### src/hdl/psgmix_pkg.sv
// Shared types and constants of the generator resampling mixer.
// Holds field widths, register indexes, reset values and fixed-point constants.
// No dependencies.
package psgmix_pkg;

	// Field widths of the item and result channels.
	localparam int SAMPLE_W = 18;
	localparam int OUT_W    = 16;
	localparam int HELD_W   = 24;
	localparam int MIX_W    = HELD_W + 1;

	// Configuration register widths.
	localparam int CFG_W   = 20;
	localparam int RATIO_W = 20;
	localparam int GAIN_W  = 15;

	// Register indexes of the configuration port.
	typedef enum logic [1:0] {
		CFG_RATE_RATIO      = 2'd0,
		CFG_MIX_GAIN        = 2'd1,
		CFG_INVERT_POLARITY = 2'd2,
		CFG_DC_BYPASS       = 2'd3
	} cfg_index_t;

	// Register reset values.
	localparam logic [RATIO_W-1:0] RATIO_RESET = 20'd370925;
	localparam logic [GAIN_W-1:0]  GAIN_RESET  = 15'd3686;
	localparam logic [GAIN_W-1:0]  GAIN_MAX    = 15'd16384;

	// The window average is kept with eight fraction bits.
	localparam int AVG_FRAC = 8;
	localparam int X_W      = SAMPLE_W + AVG_FRAC;

	// DC blocker: pole 65503 / 2^16, output kept as signed Q8 in 32 bits.
	localparam int Y_W        = 32;
	localparam int POLE_SHIFT = 16;
	localparam int DC_POLE    = 65503;
	localparam int POLE_GAP   = (1 << POLE_SHIFT) - DC_POLE;

	// The contribution is the filter output times a Q12 gain, taken from Q20.
	localparam int GAIN_SHIFT = 20;

	// Limits of the held contribution and of the mixed output.
	localparam int HELD_POS_MAX = (1 << (HELD_W - 1)) - 1;
	localparam int HELD_NEG_MAG = 1 << (HELD_W - 1);
	localparam logic [HELD_W-1:0] HELD_MAX = {1'b0, {(HELD_W-1){1'b1}}};
	localparam logic [HELD_W-1:0] HELD_MIN = {1'b1, {(HELD_W-1){1'b0}}};
	localparam logic [OUT_W-1:0]  OUT_MAX  = {1'b0, {(OUT_W-1){1'b1}}};
	localparam logic [OUT_W-1:0]  OUT_MIN  = {1'b1, {(OUT_W-1){1'b0}}};
	localparam logic [Y_W-1:0]    Y_MAX    = {1'b0, {(Y_W-1){1'b1}}};
	localparam logic [Y_W-1:0]    Y_MIN    = {1'b1, {(Y_W-1){1'b0}}};

endpackage

### src/hdl/psg_resample_dc_block_mixer_core.sv
// Top level of the generator resampling mixer: window averaging, DC blocker, gain and mix.
// Depends on psgmix_pkg for widths, register indexes and constants.
//
// Usage: items enter on item_valid / item_stall with func, sample_left and sample_right.
// A generator item (func 0) adds to the current window and gives no result. A frame item
// (func 1) gives one result on result_valid / result_stall in the cycle after it is taken:
// the frame plus the held contribution, saturated to 16 bits, with clipped and overrun.
// An item that does not close a window is taken without waiting on the sequencer. The item that
// closes a window holds item_stall high while both channels pass in turn through S_LOAD to S_RND:
// per channel a restoring divider yields one quotient bit a cycle for the average, the DC blocker
// steps through S_DCA, S_DCB and S_DCC (S_DCC skipped when bypassed), and a shift-add
// multiplier takes one gain bit a cycle.
// A result waiting on result_stall does not block generator items; a frame item is
// stalled until the output register is free or being taken.
// Configuration: cfg_write, cfg_index, cfg_data; the user must write while the block is idle (not enforced).
// Reset (arst_n low) clears the window, the filter state, the held contribution and the
// output register, and loads the register reset values.
module psg_resample_dc_block_mixer_core #(
	parameter int MAX_WINDOW      = 16,
	parameter int PHASE_FRAC_BITS = 16
) (
	input  logic                                     clk,
	input  logic                                     arst_n,
	// Configuration port
	input  logic                                     cfg_write,
	input  psgmix_pkg::cfg_index_t                   cfg_index,
	input  logic [psgmix_pkg::CFG_W-1:0]             cfg_data,
	// Item channel
	input  logic                                     item_valid,
	output logic                                     item_stall,
	input  logic                                     func,
	input  logic signed [psgmix_pkg::SAMPLE_W-1:0]   sample_left,
	input  logic signed [psgmix_pkg::SAMPLE_W-1:0]   sample_right,
	// Result channel
	output logic                                     result_valid,
	input  logic                                     result_stall,
	output logic signed [psgmix_pkg::OUT_W-1:0]      out_left,
	output logic signed [psgmix_pkg::OUT_W-1:0]      out_right,
	output logic                                     clipped,
	output logic                                     overrun
);
	import psgmix_pkg::*;

	localparam int SUM_W = SAMPLE_W + $clog2(MAX_WINDOW);
	localparam int CNT_W = $clog2(MAX_WINDOW + 1);
	localparam int N_W   = SUM_W + AVG_FRAC + 1;
	localparam int BIT_W = $clog2(N_W);
	localparam int PS_W  = ((PHASE_FRAC_BITS > RATIO_W) ? PHASE_FRAC_BITS : RATIO_W) + 1;
	localparam int T_W   = Y_W + $clog2(POLE_GAP + 1);
	localparam int PP_W  = Y_W + POLE_SHIFT;
	localparam int P_W   = Y_W + GAIN_W;
	localparam int R_W   = P_W - GAIN_SHIFT;
	localparam logic [POLE_SHIFT-1:0] POLE_HALF = {1'b1, {(POLE_SHIFT-1){1'b0}}};
	localparam logic [P_W-1:0]        RND_HALF  = P_W'(1) << (GAIN_SHIFT - 1);

	typedef enum logic [3:0] {
		S_IDLE,
		S_LOAD,
		S_DIV,
		S_DCA,
		S_DCB,
		S_DCC,
		S_MLOAD,
		S_MUL,
		S_RND
	} state_t;

	// Window length from the phase at its start: floor(phase + ratio), kept in range.
	function automatic logic [CNT_W-1:0] length_from(
		input logic [PHASE_FRAC_BITS-1:0] ph,
		input logic [RATIO_W-1:0]         ratio
	);
		logic [PS_W-1:0]  s;
		logic [PS_W-1:0]  n;
		logic [CNT_W-1:0] len;
		s = PS_W'(ph) + PS_W'(ratio);
		n = s >> PHASE_FRAC_BITS;
		if (n == '0) begin
			len = CNT_W'(1);
		end else if (n > PS_W'(MAX_WINDOW)) begin
			len = CNT_W'(MAX_WINDOW);
		end else begin
			len = CNT_W'(n);
		end
		return len;
	endfunction

	// Configuration registers.
	logic [RATIO_W-1:0] rate_ratio_q;
	logic [GAIN_W-1:0]  mix_gain_q;
	logic               invert_q;
	logic               bypass_q;

	// Window state.
	state_t                       state_q;
	logic                         ch_q;
	logic [PHASE_FRAC_BITS-1:0]   phase_q;
	logic [CNT_W-1:0]             window_needed_q;
	logic [CNT_W-1:0]             window_count_q;
	logic signed [SUM_W-1:0]      sum_l_q;
	logic signed [SUM_W-1:0]      sum_r_q;

	// Filter state and held contribution, one entry per channel.
	logic signed [X_W-1:0]        last_in_q  [2];
	logic signed [Y_W-1:0]        last_out_q [2];
	logic signed [HELD_W-1:0]     held_q     [2];
	logic                         held_valid_q;
	logic                         held_overrun_q;

	// Serial datapath registers.
	logic [N_W-1:0]               num_q;
	logic [CNT_W:0]               rem_q;
	logic [X_W-1:0]               quo_q;
	logic [BIT_W-1:0]             bit_q;
	logic                         sign_q;
	logic signed [X_W-1:0]        x_q;
	logic [Y_W-1:0]               lo_mag_q;
	logic                         lo_sign_q;
	logic [T_W-1:0]               t_q;
	logic signed [Y_W:0]          p_q;
	logic signed [Y_W-1:0]        y_q;
	logic [Y_W-1:0]               ymag_q;
	logic                         ysign_q;
	logic [P_W-1:0]               acc_q;
	logic [GAIN_W-1:0]            gsh_q;

	// Output register.
	logic                         result_valid_q;
	logic signed [OUT_W-1:0]      out_left_q;
	logic signed [OUT_W-1:0]      out_right_q;
	logic                         clipped_q;
	logic                         overrun_q;

	// Combinational helpers.
	logic                         gen_acc;
	logic                         frame_acc;
	logic [CNT_W-1:0]             count_inc;
	logic                         close_now;
	logic signed [SUM_W-1:0]      sum_sel;
	logic [SUM_W-1:0]             sum_mag;
	logic [CNT_W:0]               div_d;
	logic [CNT_W+1:0]             trial;
	logic                         trial_ge;
	logic signed [Y_W-1:0]        lo_sel;
	logic [Y_W-1:0]               lo_mag;
	logic [PP_W-1:0]              pole_prod;
	logic [Y_W-1:0]               p_mag;
	logic signed [Y_W+1:0]        dc_sum;
	logic                         dc_ovf;
	logic signed [Y_W-1:0]        y_sat;
	logic [Y_W:0]                 mul_s;
	logic [P_W-1:0]               rnd;
	logic [R_W-1:0]               r_mag;
	logic                         c_neg;
	logic signed [HELD_W-1:0]     held_next;
	logic [PS_W-1:0]              phase_sum;
	logic [PHASE_FRAC_BITS-1:0]   phase_next;
	logic signed [MIX_W-1:0]      mix_l;
	logic signed [MIX_W-1:0]      mix_r;
	logic                         ovf_l;
	logic                         ovf_r;
	logic [GAIN_W-1:0]            gain_in;

	// Handshake: busy while a window closes; a frame also waits for the output register.
	assign item_stall = (state_q != S_IDLE) || (func && result_valid_q && result_stall);
	assign gen_acc    = item_valid && !item_stall && !func;
	assign frame_acc  = item_valid && !item_stall && func;

	// Window bookkeeping.
	assign count_inc  = window_count_q + CNT_W'(1);
	assign close_now  = count_inc >= window_needed_q;
	assign phase_sum  = PS_W'(phase_q) + PS_W'(rate_ratio_q);
	assign phase_next = phase_sum[PHASE_FRAC_BITS-1:0];

	// Divider operands: magnitude of the window sum, divisor twice the count.
	assign sum_sel  = ch_q ? sum_r_q : sum_l_q;
	assign sum_mag  = sum_sel[SUM_W-1] ? SUM_W'(-sum_sel) : SUM_W'(sum_sel);
	assign div_d    = {window_count_q, 1'b0};
	assign trial    = {rem_q, num_q[N_W-1]};
	assign trial_ge = trial >= {1'b0, div_d};

	// Pole product: mag * 65503 + half, as mag * 2^16 + half minus mag * gap.
	assign lo_sel    = last_out_q[ch_q];
	assign lo_mag    = lo_sel[Y_W-1] ? Y_W'(-lo_sel) : Y_W'(lo_sel);
	assign pole_prod = {lo_mag_q, POLE_HALF} - PP_W'(t_q);
	assign p_mag     = pole_prod[PP_W-1:POLE_SHIFT];

	// Filter output x - x_prev + pole * y_prev, saturated to 32 bits.
	assign dc_sum = (Y_W+2)'(x_q) - (Y_W+2)'(last_in_q[ch_q]) + (Y_W+2)'(p_q);
	assign dc_ovf = !((&dc_sum[Y_W+1:Y_W-1]) || !(|dc_sum[Y_W+1:Y_W-1]));
	assign y_sat  = dc_ovf ? (dc_sum[Y_W+1] ? Y_MIN : Y_MAX) : dc_sum[Y_W-1:0];

	// One gain bit per cycle of the shift-add multiplier.
	assign mul_s = {1'b0, acc_q[P_W-1:GAIN_W]} + (gsh_q[0] ? {1'b0, ymag_q} : '0);

	// Contribution rounded half away from zero, negated if inverted, saturated to 24 bits.
	assign rnd   = acc_q + RND_HALF;
	assign r_mag = rnd[P_W-1:GAIN_SHIFT];
	assign c_neg = ysign_q ^ invert_q;
	always_comb begin
		if (!c_neg && (r_mag > R_W'(HELD_POS_MAX))) begin
			held_next = HELD_MAX;
		end else if (c_neg && (r_mag > R_W'(HELD_NEG_MAG))) begin
			held_next = HELD_MIN;
		end else if (c_neg) begin
			held_next = -r_mag[HELD_W-1:0];
		end else begin
			held_next = r_mag[HELD_W-1:0];
		end
	end

	// Frame mix with the held contribution and 16-bit saturation.
	assign mix_l = MIX_W'(sample_left)  + (held_valid_q ? MIX_W'(held_q[0]) : '0);
	assign mix_r = MIX_W'(sample_right) + (held_valid_q ? MIX_W'(held_q[1]) : '0);
	assign ovf_l = !((&mix_l[MIX_W-1:OUT_W-1]) || !(|mix_l[MIX_W-1:OUT_W-1]));
	assign ovf_r = !((&mix_r[MIX_W-1:OUT_W-1]) || !(|mix_r[MIX_W-1:OUT_W-1]));

	// Gain writes above four saturate.
	assign gain_in = cfg_data[GAIN_W-1:0];

	// Sequencer, datapath and output register.
	always_ff @(posedge clk or negedge arst_n) begin
		if (!arst_n) begin
			rate_ratio_q    <= RATIO_RESET;
			mix_gain_q      <= GAIN_RESET;
			invert_q        <= 1'b0;
			bypass_q        <= 1'b0;
			state_q         <= S_IDLE;
			ch_q            <= 1'b0;
			phase_q         <= '0;
			window_needed_q <= length_from('0, RATIO_RESET);
			window_count_q  <= '0;
			sum_l_q         <= '0;
			sum_r_q         <= '0;
			last_in_q[0]    <= '0;
			last_in_q[1]    <= '0;
			last_out_q[0]   <= '0;
			last_out_q[1]   <= '0;
			held_q[0]       <= '0;
			held_q[1]       <= '0;
			held_valid_q    <= 1'b0;
			held_overrun_q  <= 1'b0;
			num_q           <= '0;
			rem_q           <= '0;
			quo_q           <= '0;
			bit_q           <= '0;
			sign_q          <= 1'b0;
			x_q             <= '0;
			lo_mag_q        <= '0;
			lo_sign_q       <= 1'b0;
			t_q             <= '0;
			p_q             <= '0;
			y_q             <= '0;
			ymag_q          <= '0;
			ysign_q         <= 1'b0;
			acc_q           <= '0;
			gsh_q           <= '0;
			result_valid_q  <= 1'b0;
			out_left_q      <= '0;
			out_right_q     <= '0;
			clipped_q       <= 1'b0;
			overrun_q       <= 1'b0;
		end else begin
			// Configuration writes.
			if (cfg_write) begin
				unique case (cfg_index)
					CFG_RATE_RATIO:      rate_ratio_q <= cfg_data[RATIO_W-1:0];
					CFG_MIX_GAIN:        mix_gain_q   <= (gain_in > GAIN_MAX) ? GAIN_MAX : gain_in;
					CFG_INVERT_POLARITY: invert_q     <= cfg_data[0];
					CFG_DC_BYPASS:       bypass_q     <= cfg_data[0];
				endcase
			end

			// The output register fills with a taken frame and empties when its result is taken.
			if (frame_acc) begin
				result_valid_q <= 1'b1;
			end else if (result_valid_q && !result_stall) begin
				result_valid_q <= 1'b0;
			end

			unique case (state_q)
				S_IDLE: begin
					if (gen_acc) begin
						sum_l_q        <= sum_l_q + SUM_W'(sample_left);
						sum_r_q        <= sum_r_q + SUM_W'(sample_right);
						window_count_q <= count_inc;
						if (close_now) begin
							ch_q    <= 1'b0;
							state_q <= S_LOAD;
						end
					end
					if (frame_acc) begin
						out_left_q     <= ovf_l ? (mix_l[MIX_W-1] ? OUT_MIN : OUT_MAX)
						                        : mix_l[OUT_W-1:0];
						out_right_q    <= ovf_r ? (mix_r[MIX_W-1] ? OUT_MIN : OUT_MAX)
						                        : mix_r[OUT_W-1:0];
						clipped_q      <= ovf_l || ovf_r;
						overrun_q      <= held_overrun_q;
						held_valid_q   <= 1'b0;
						held_overrun_q <= 1'b0;
					end
				end
				S_LOAD: begin
					// Numerator 2 * |sum| * 256 + count gives a rounded quotient.
					num_q   <= {sum_mag, {(AVG_FRAC+1){1'b0}}} + N_W'(window_count_q);
					sign_q  <= sum_sel[SUM_W-1];
					rem_q   <= '0;
					quo_q   <= '0;
					bit_q   <= BIT_W'(N_W - 1);
					state_q <= S_DIV;
				end
				S_DIV: begin
					// Restoring division, one quotient bit per cycle.
					num_q <= {num_q[N_W-2:0], 1'b0};
					quo_q <= {quo_q[X_W-2:0], trial_ge};
					rem_q <= trial_ge ? (CNT_W+1)'(trial - {1'b0, div_d}) : (CNT_W+1)'(trial);
					if (bit_q == '0) begin
						state_q <= S_DCA;
					end else begin
						bit_q <= bit_q - BIT_W'(1);
					end
				end
				S_DCA: begin
					x_q       <= sign_q ? X_W'(-quo_q) : quo_q;
					lo_mag_q  <= lo_mag;
					lo_sign_q <= lo_sel[Y_W-1];
					t_q       <= T_W'(lo_mag) * T_W'(POLE_GAP);
					state_q   <= S_DCB;
				end
				S_DCB: begin
					if (bypass_q) begin
						y_q     <= Y_W'(x_q);
						state_q <= S_MLOAD;
					end else begin
						p_q     <= lo_sign_q ? -$signed({1'b0, p_mag}) : $signed({1'b0, p_mag});
						state_q <= S_DCC;
					end
				end
				S_DCC: begin
					y_q              <= y_sat;
					last_in_q[ch_q]  <= x_q;
					last_out_q[ch_q] <= y_sat;
					state_q          <= S_MLOAD;
				end
				S_MLOAD: begin
					ymag_q  <= y_q[Y_W-1] ? Y_W'(-y_q) : Y_W'(y_q);
					ysign_q <= y_q[Y_W-1];
					acc_q   <= '0;
					gsh_q   <= mix_gain_q;
					bit_q   <= BIT_W'(GAIN_W - 1);
					state_q <= S_MUL;
				end
				S_MUL: begin
					acc_q <= {mul_s, acc_q[GAIN_W-1:1]};
					gsh_q <= {1'b0, gsh_q[GAIN_W-1:1]};
					if (bit_q == '0) begin
						state_q <= S_RND;
					end else begin
						bit_q <= bit_q - BIT_W'(1);
					end
				end
				S_RND: begin
					held_q[ch_q] <= held_next;
					if (!ch_q) begin
						ch_q    <= 1'b1;
						state_q <= S_LOAD;
					end else begin
						// Both channels done: publish and start the next window.
						held_overrun_q  <= held_overrun_q || held_valid_q;
						held_valid_q    <= 1'b1;
						phase_q         <= phase_next;
						window_needed_q <= length_from(phase_next, rate_ratio_q);
						window_count_q  <= '0;
						sum_l_q         <= '0;
						sum_r_q         <= '0;
						ch_q            <= 1'b0;
						state_q         <= S_IDLE;
					end
				end
				default: begin
					state_q <= S_IDLE;
				end
			endcase
		end
	end

	assign result_valid = result_valid_q;
	assign out_left     = out_left_q;
	assign out_right    = out_right_q;
	assign clipped      = clipped_q;
	assign overrun      = overrun_q;

`ifndef NO_ASSERTIONS
	// The window never holds more items than its length.
	a_count_bound: assert property (@(posedge clk) disable iff (!arst_n)
		window_count_q <= window_needed_q)
		else $error("window count beyond window length");

	// Window length stays within one and the bound.
	a_needed_range: assert property (@(posedge clk) disable iff (!arst_n)
		(window_needed_q != '0) && (window_needed_q <= CNT_W'(MAX_WINDOW)))
		else $error("window length out of range");

	// The divider remainder stays below the divisor.
	a_rem_bound: assert property (@(posedge clk) disable iff (!arst_n)
		(state_q == S_DIV) |-> (rem_q < div_d))
		else $error("divider remainder not below divisor");

	// A taken frame shows its result in the next cycle.
	a_frame_result: assert property (@(posedge clk) disable iff (!arst_n)
		frame_acc |=> result_valid_q)
		else $error("frame item gave no result");

	// Closing the second channel returns to idle with a held contribution.
	a_close_done: assert property (@(posedge clk) disable iff (!arst_n)
		((state_q == S_RND) && ch_q) |=> (held_valid_q && (state_q == S_IDLE)))
		else $error("window close did not publish a contribution");
`endif

endmodule

### config.mk
export PLATFORM = sky130hd
export DESIGN_NAME = psg_resample_dc_block_mixer_core
export DESIGN_NICKNAME = d
export VERILOG_FILES = /design/src/hdl/psgmix_pkg.sv /design/src/hdl/psg_resample_dc_block_mixer_core.sv
export SDC_FILE = /design/constraint.sdc
export NUM_CORES = 2
export LEC_CHECK = 0
export BUFFER_PORTS_ARGS = -buffer_cell sky130_fd_sc_hd__buf_2
export CAP_MARGIN = 20
export CORE_ASPECT_RATIO = 1.25
export CORE_UTILIZATION = 55
export CTS_BUF_LIST = sky130_fd_sc_hd__clkbuf_4 sky130_fd_sc_hd__clkbuf_8
export DETAILED_ROUTE_END_ITERATION = 10
export GPL_ROUTABILITY_DRIVEN = 0
export HOLD_SLACK_MARGIN = 0.1
export PLACE_DENSITY_LB_ADDON = 0.15
export SYNTH_ARGS = -nofsm -noshare
export SYNTH_HDL_FRONTEND = slang
export SYNTH_SLANG_ARGS = --single-unit
### constraint.sdc
create_clock -name clk -period 6.9 [get_ports clk]
set_input_delay 1.38 -clock clk [delete_from_list [all_inputs] [get_ports clk]]
set_output_delay 1.38 -clock clk [all_outputs]
set_load 0.005 [all_outputs]
==> reports/metrics.csv <==
metric;value;unit
status;complete, no violations;
clkTransAtPathRegs;0.06;ns
rsz0062_at_grt;false;
setup.worst_path.end_class;flip-flop;
fin_crit_sh;88.3;%
ant_nets;0;
crit_chain;mux2i_1 > o21ai_0 > nor4_1 > nor2b_1 > and2_1 > nor2_1 > xnor2_1 > ha_1 > ha_1 > ha_1 > a21o_1 > a21o_1 > a21o_1 > a21o_1 > a21oi_1 > nor2b_1 > a2111oi_2 > o31ai_1 > a211oi_1 > xor2_1 > o21ai_1;
grt_overflow;0;
vias;35234;
critical_path_arrival;6.68;ns
fin_skew;0.0292;ns
syn_nets;5288;
routedWlPerCell;18.9;um
fmax;164;MHz
synth_flop_cell;dfrtp_1;
startpoint_type;flip-flop;
first_pass_iters;5;
ys_seq_elements;619;
layout_common_cells;650 x nand2_1, 598 x dfrtp_1, 482 x o21ai_0;
port_buffers;99;
hold_viol;0;
syn_inst;4874;
critPathMaxFanout;40;
holdBufCountCts;0;
crit_type;flip-flop to flip-flop;
io_pins;100;
avgSynthCellArea;8.72;sq um
die_w;251;um
yosysWarnings;0;
cpMaxStageDelayCell;dfrtp_4;
numCtsBuffers;107;
mostFrequentLayoutCell;nand2_1;
setup_violations;0;
slowest_delay;0.72;ns
synth_edf_count;0;
synth_cell_types;89;
num_rows;113;
path_delay_family;compound AO/OA/AOI/OAI gates;
final_nets;5320;
clock-sinks;619;
hpwl;83800;um
initial_core_util;55.8;%
grt_pass1_vias;34817;
setup_tns;0;ns
synth_top_area_cell;dfrtp_1;
fillers;6659;
area_growth;9.33;%
via_per_inst;5.90;
crit_required;7.49;ns
cp.buffers_inverters;0;
dieArea;78400;sq um
die_h;313;um
drive_above_1_share;9.69;%
h-tree-depth;3;
cts_resized;0;
slew_headroom;34.2;%
grt_usage;28.8;%
cts_tree;yes;
synth_top_area_share;35.3;%
cts-root-buf;clkbuf_8;
grt_max_degree;138;
antenna_found_initial;1;
cap_violations;0;
drt_iter0_drc;2134;
path_common_cell;a21o_1;
core;76200;sq um
slew_viol_final;0;
synth_area_leaders;dfrtp_1 35%, ha_1 9.1%, nand2_1 5.8%, o21ai_0 5.7%, a21oi_1 4.0%;
min_period;6.09;ns
insertion_delay;0.76;ns
grt_pass1_wl;183000;um
clockBufferDepth;3;
min_path_type;flip-flop to flip-flop;
yosysSeqAreaShare;36.5;%
drc;0;
synthArstFlopShare;100;%
cts_setup_buffers;0;
routed_wl;113000;um
syn_area;42500;sq um
tightest_slew;0.976;ns
cell usage after synthesis, types with 14 or more instances:
library cell and n:
nand2_1 653, dfrtp_1 599, o21ai_0 483, a21oi_1 342, ha_1 309, nor2_1 291, inv_1 248, clkbuf_1 191
xor2_1 179, xnor2_1 174, a21o_1 112, and2_1 102, nand3_1 90, nor3_1 74, mux2_2 73, mux2i_1 71
a22oi_1 54, a22o_1 52, nand2b_1 50, o31ai_1 48, and3_1 45, fa_1 41, nor2b_1 40, a31oi_1 39
o21a_1 38, o21bai_1 32, nand4_1 28, a211oi_1 27, o211ai_1 27, nor4_1 25, or3_1 25, o41ai_1 21
dfstp_2 20, o21ai_1 20, buf_2 15, nor3b_1 15, a211o_1 14, or2_2 14
per-layer routing:
metal	track usage [%]	up-vias	wire, um
met5	0	-	0
met4	16.3	0	6310
met3	3.40	265	4080
met2	51.4	788	56500
met1	33.6	16843	45900
li1	-	17338	-
sequential cells by signal (all words and copies together), names as in the netlist, 26 cells and up:
signal      flops
acc_q          32
held_q         48
last_in_q      52
last_out_q     64
lo_mag_q       32
num_q          31
p_q            33
quo_q          26
t_q            33
x_q            26
y_q            32
ymag_q         32
path summary, 6_finish.rpt:
path                            from  slack (ns)           to  cells after the start
setup reg to reg                ch_q        0.81      t_q[34]                     21
min in group asynchronous     arst_n        0.68   phase_q[7]                      1
hold / removal             held_q[0]        0.47    held_q[0]                      2
max in group asynchronous     arst_n        4.79  sum_r_q[18]                      2
setup / recovery                ch_q        0.81      t_q[34]                     21
hold reg to reg            held_q[0]        0.47    held_q[0]                      2
stage by stage:
step / util [%] / setup slack, ns / hold slack, ns / area, sq um / instances
floorplan: - / 0.100 / 0.441 / 42500 / 4874
global placement: 57.5 / 1.02 / 0.455 / 43800 / 5768
detailed placement: 57.5 / 0.896 / 0.463 / 43800 / 5768
CTS: 60.9 / 0.789 / 0.477 / 46400 / 5967
global route: 61.0 / 0.268 / 0.495 / 46500 / 5976
finish: 61.0 / 0.810 / 0.472 / 46500 / 5976
final cells by class:
type                            count  area, sq um  share of cell area [%]
Multi-Input combinational cell   3788        25300                    54.5
Sequential cell                   619        15500                    33.4
Clock buffer                      165         2130                    4.59
Tap cell                          977         1220                    2.63
Inverter                          248          931                    2.00
Timing Repair Buffer              142          918                    1.98
Clock inverter                     34          415                   0.894
Antenna cell                        3         7.51                  0.0162
worst min-delay path, delay by kind of cell, from the launching register on:
family	cells	cell delay [ns]
and+or+nand+nor	1	0.04
DFF	1	0.33
AOI/OAI and AO/OA	1	0.06
logic make-up (layout without fill, tap and decap cells):
group	count (synthesis)	count (layout)	share of synthesized area, %
other cells	0	3	0
mux	145	145	3.63
xor+xnor	353	353	7.27
flops	619	619	36.5
simple gates	1497	1497	16.3
compound gates	1443	1443	21.1
buf+inv	467	589	4.18
fa+ha+maj	350	350	11.0
Power is left out: the tool's default activity adds up to more than one toggle a clock period on the data nets, which glitch-free logic cannot reach.
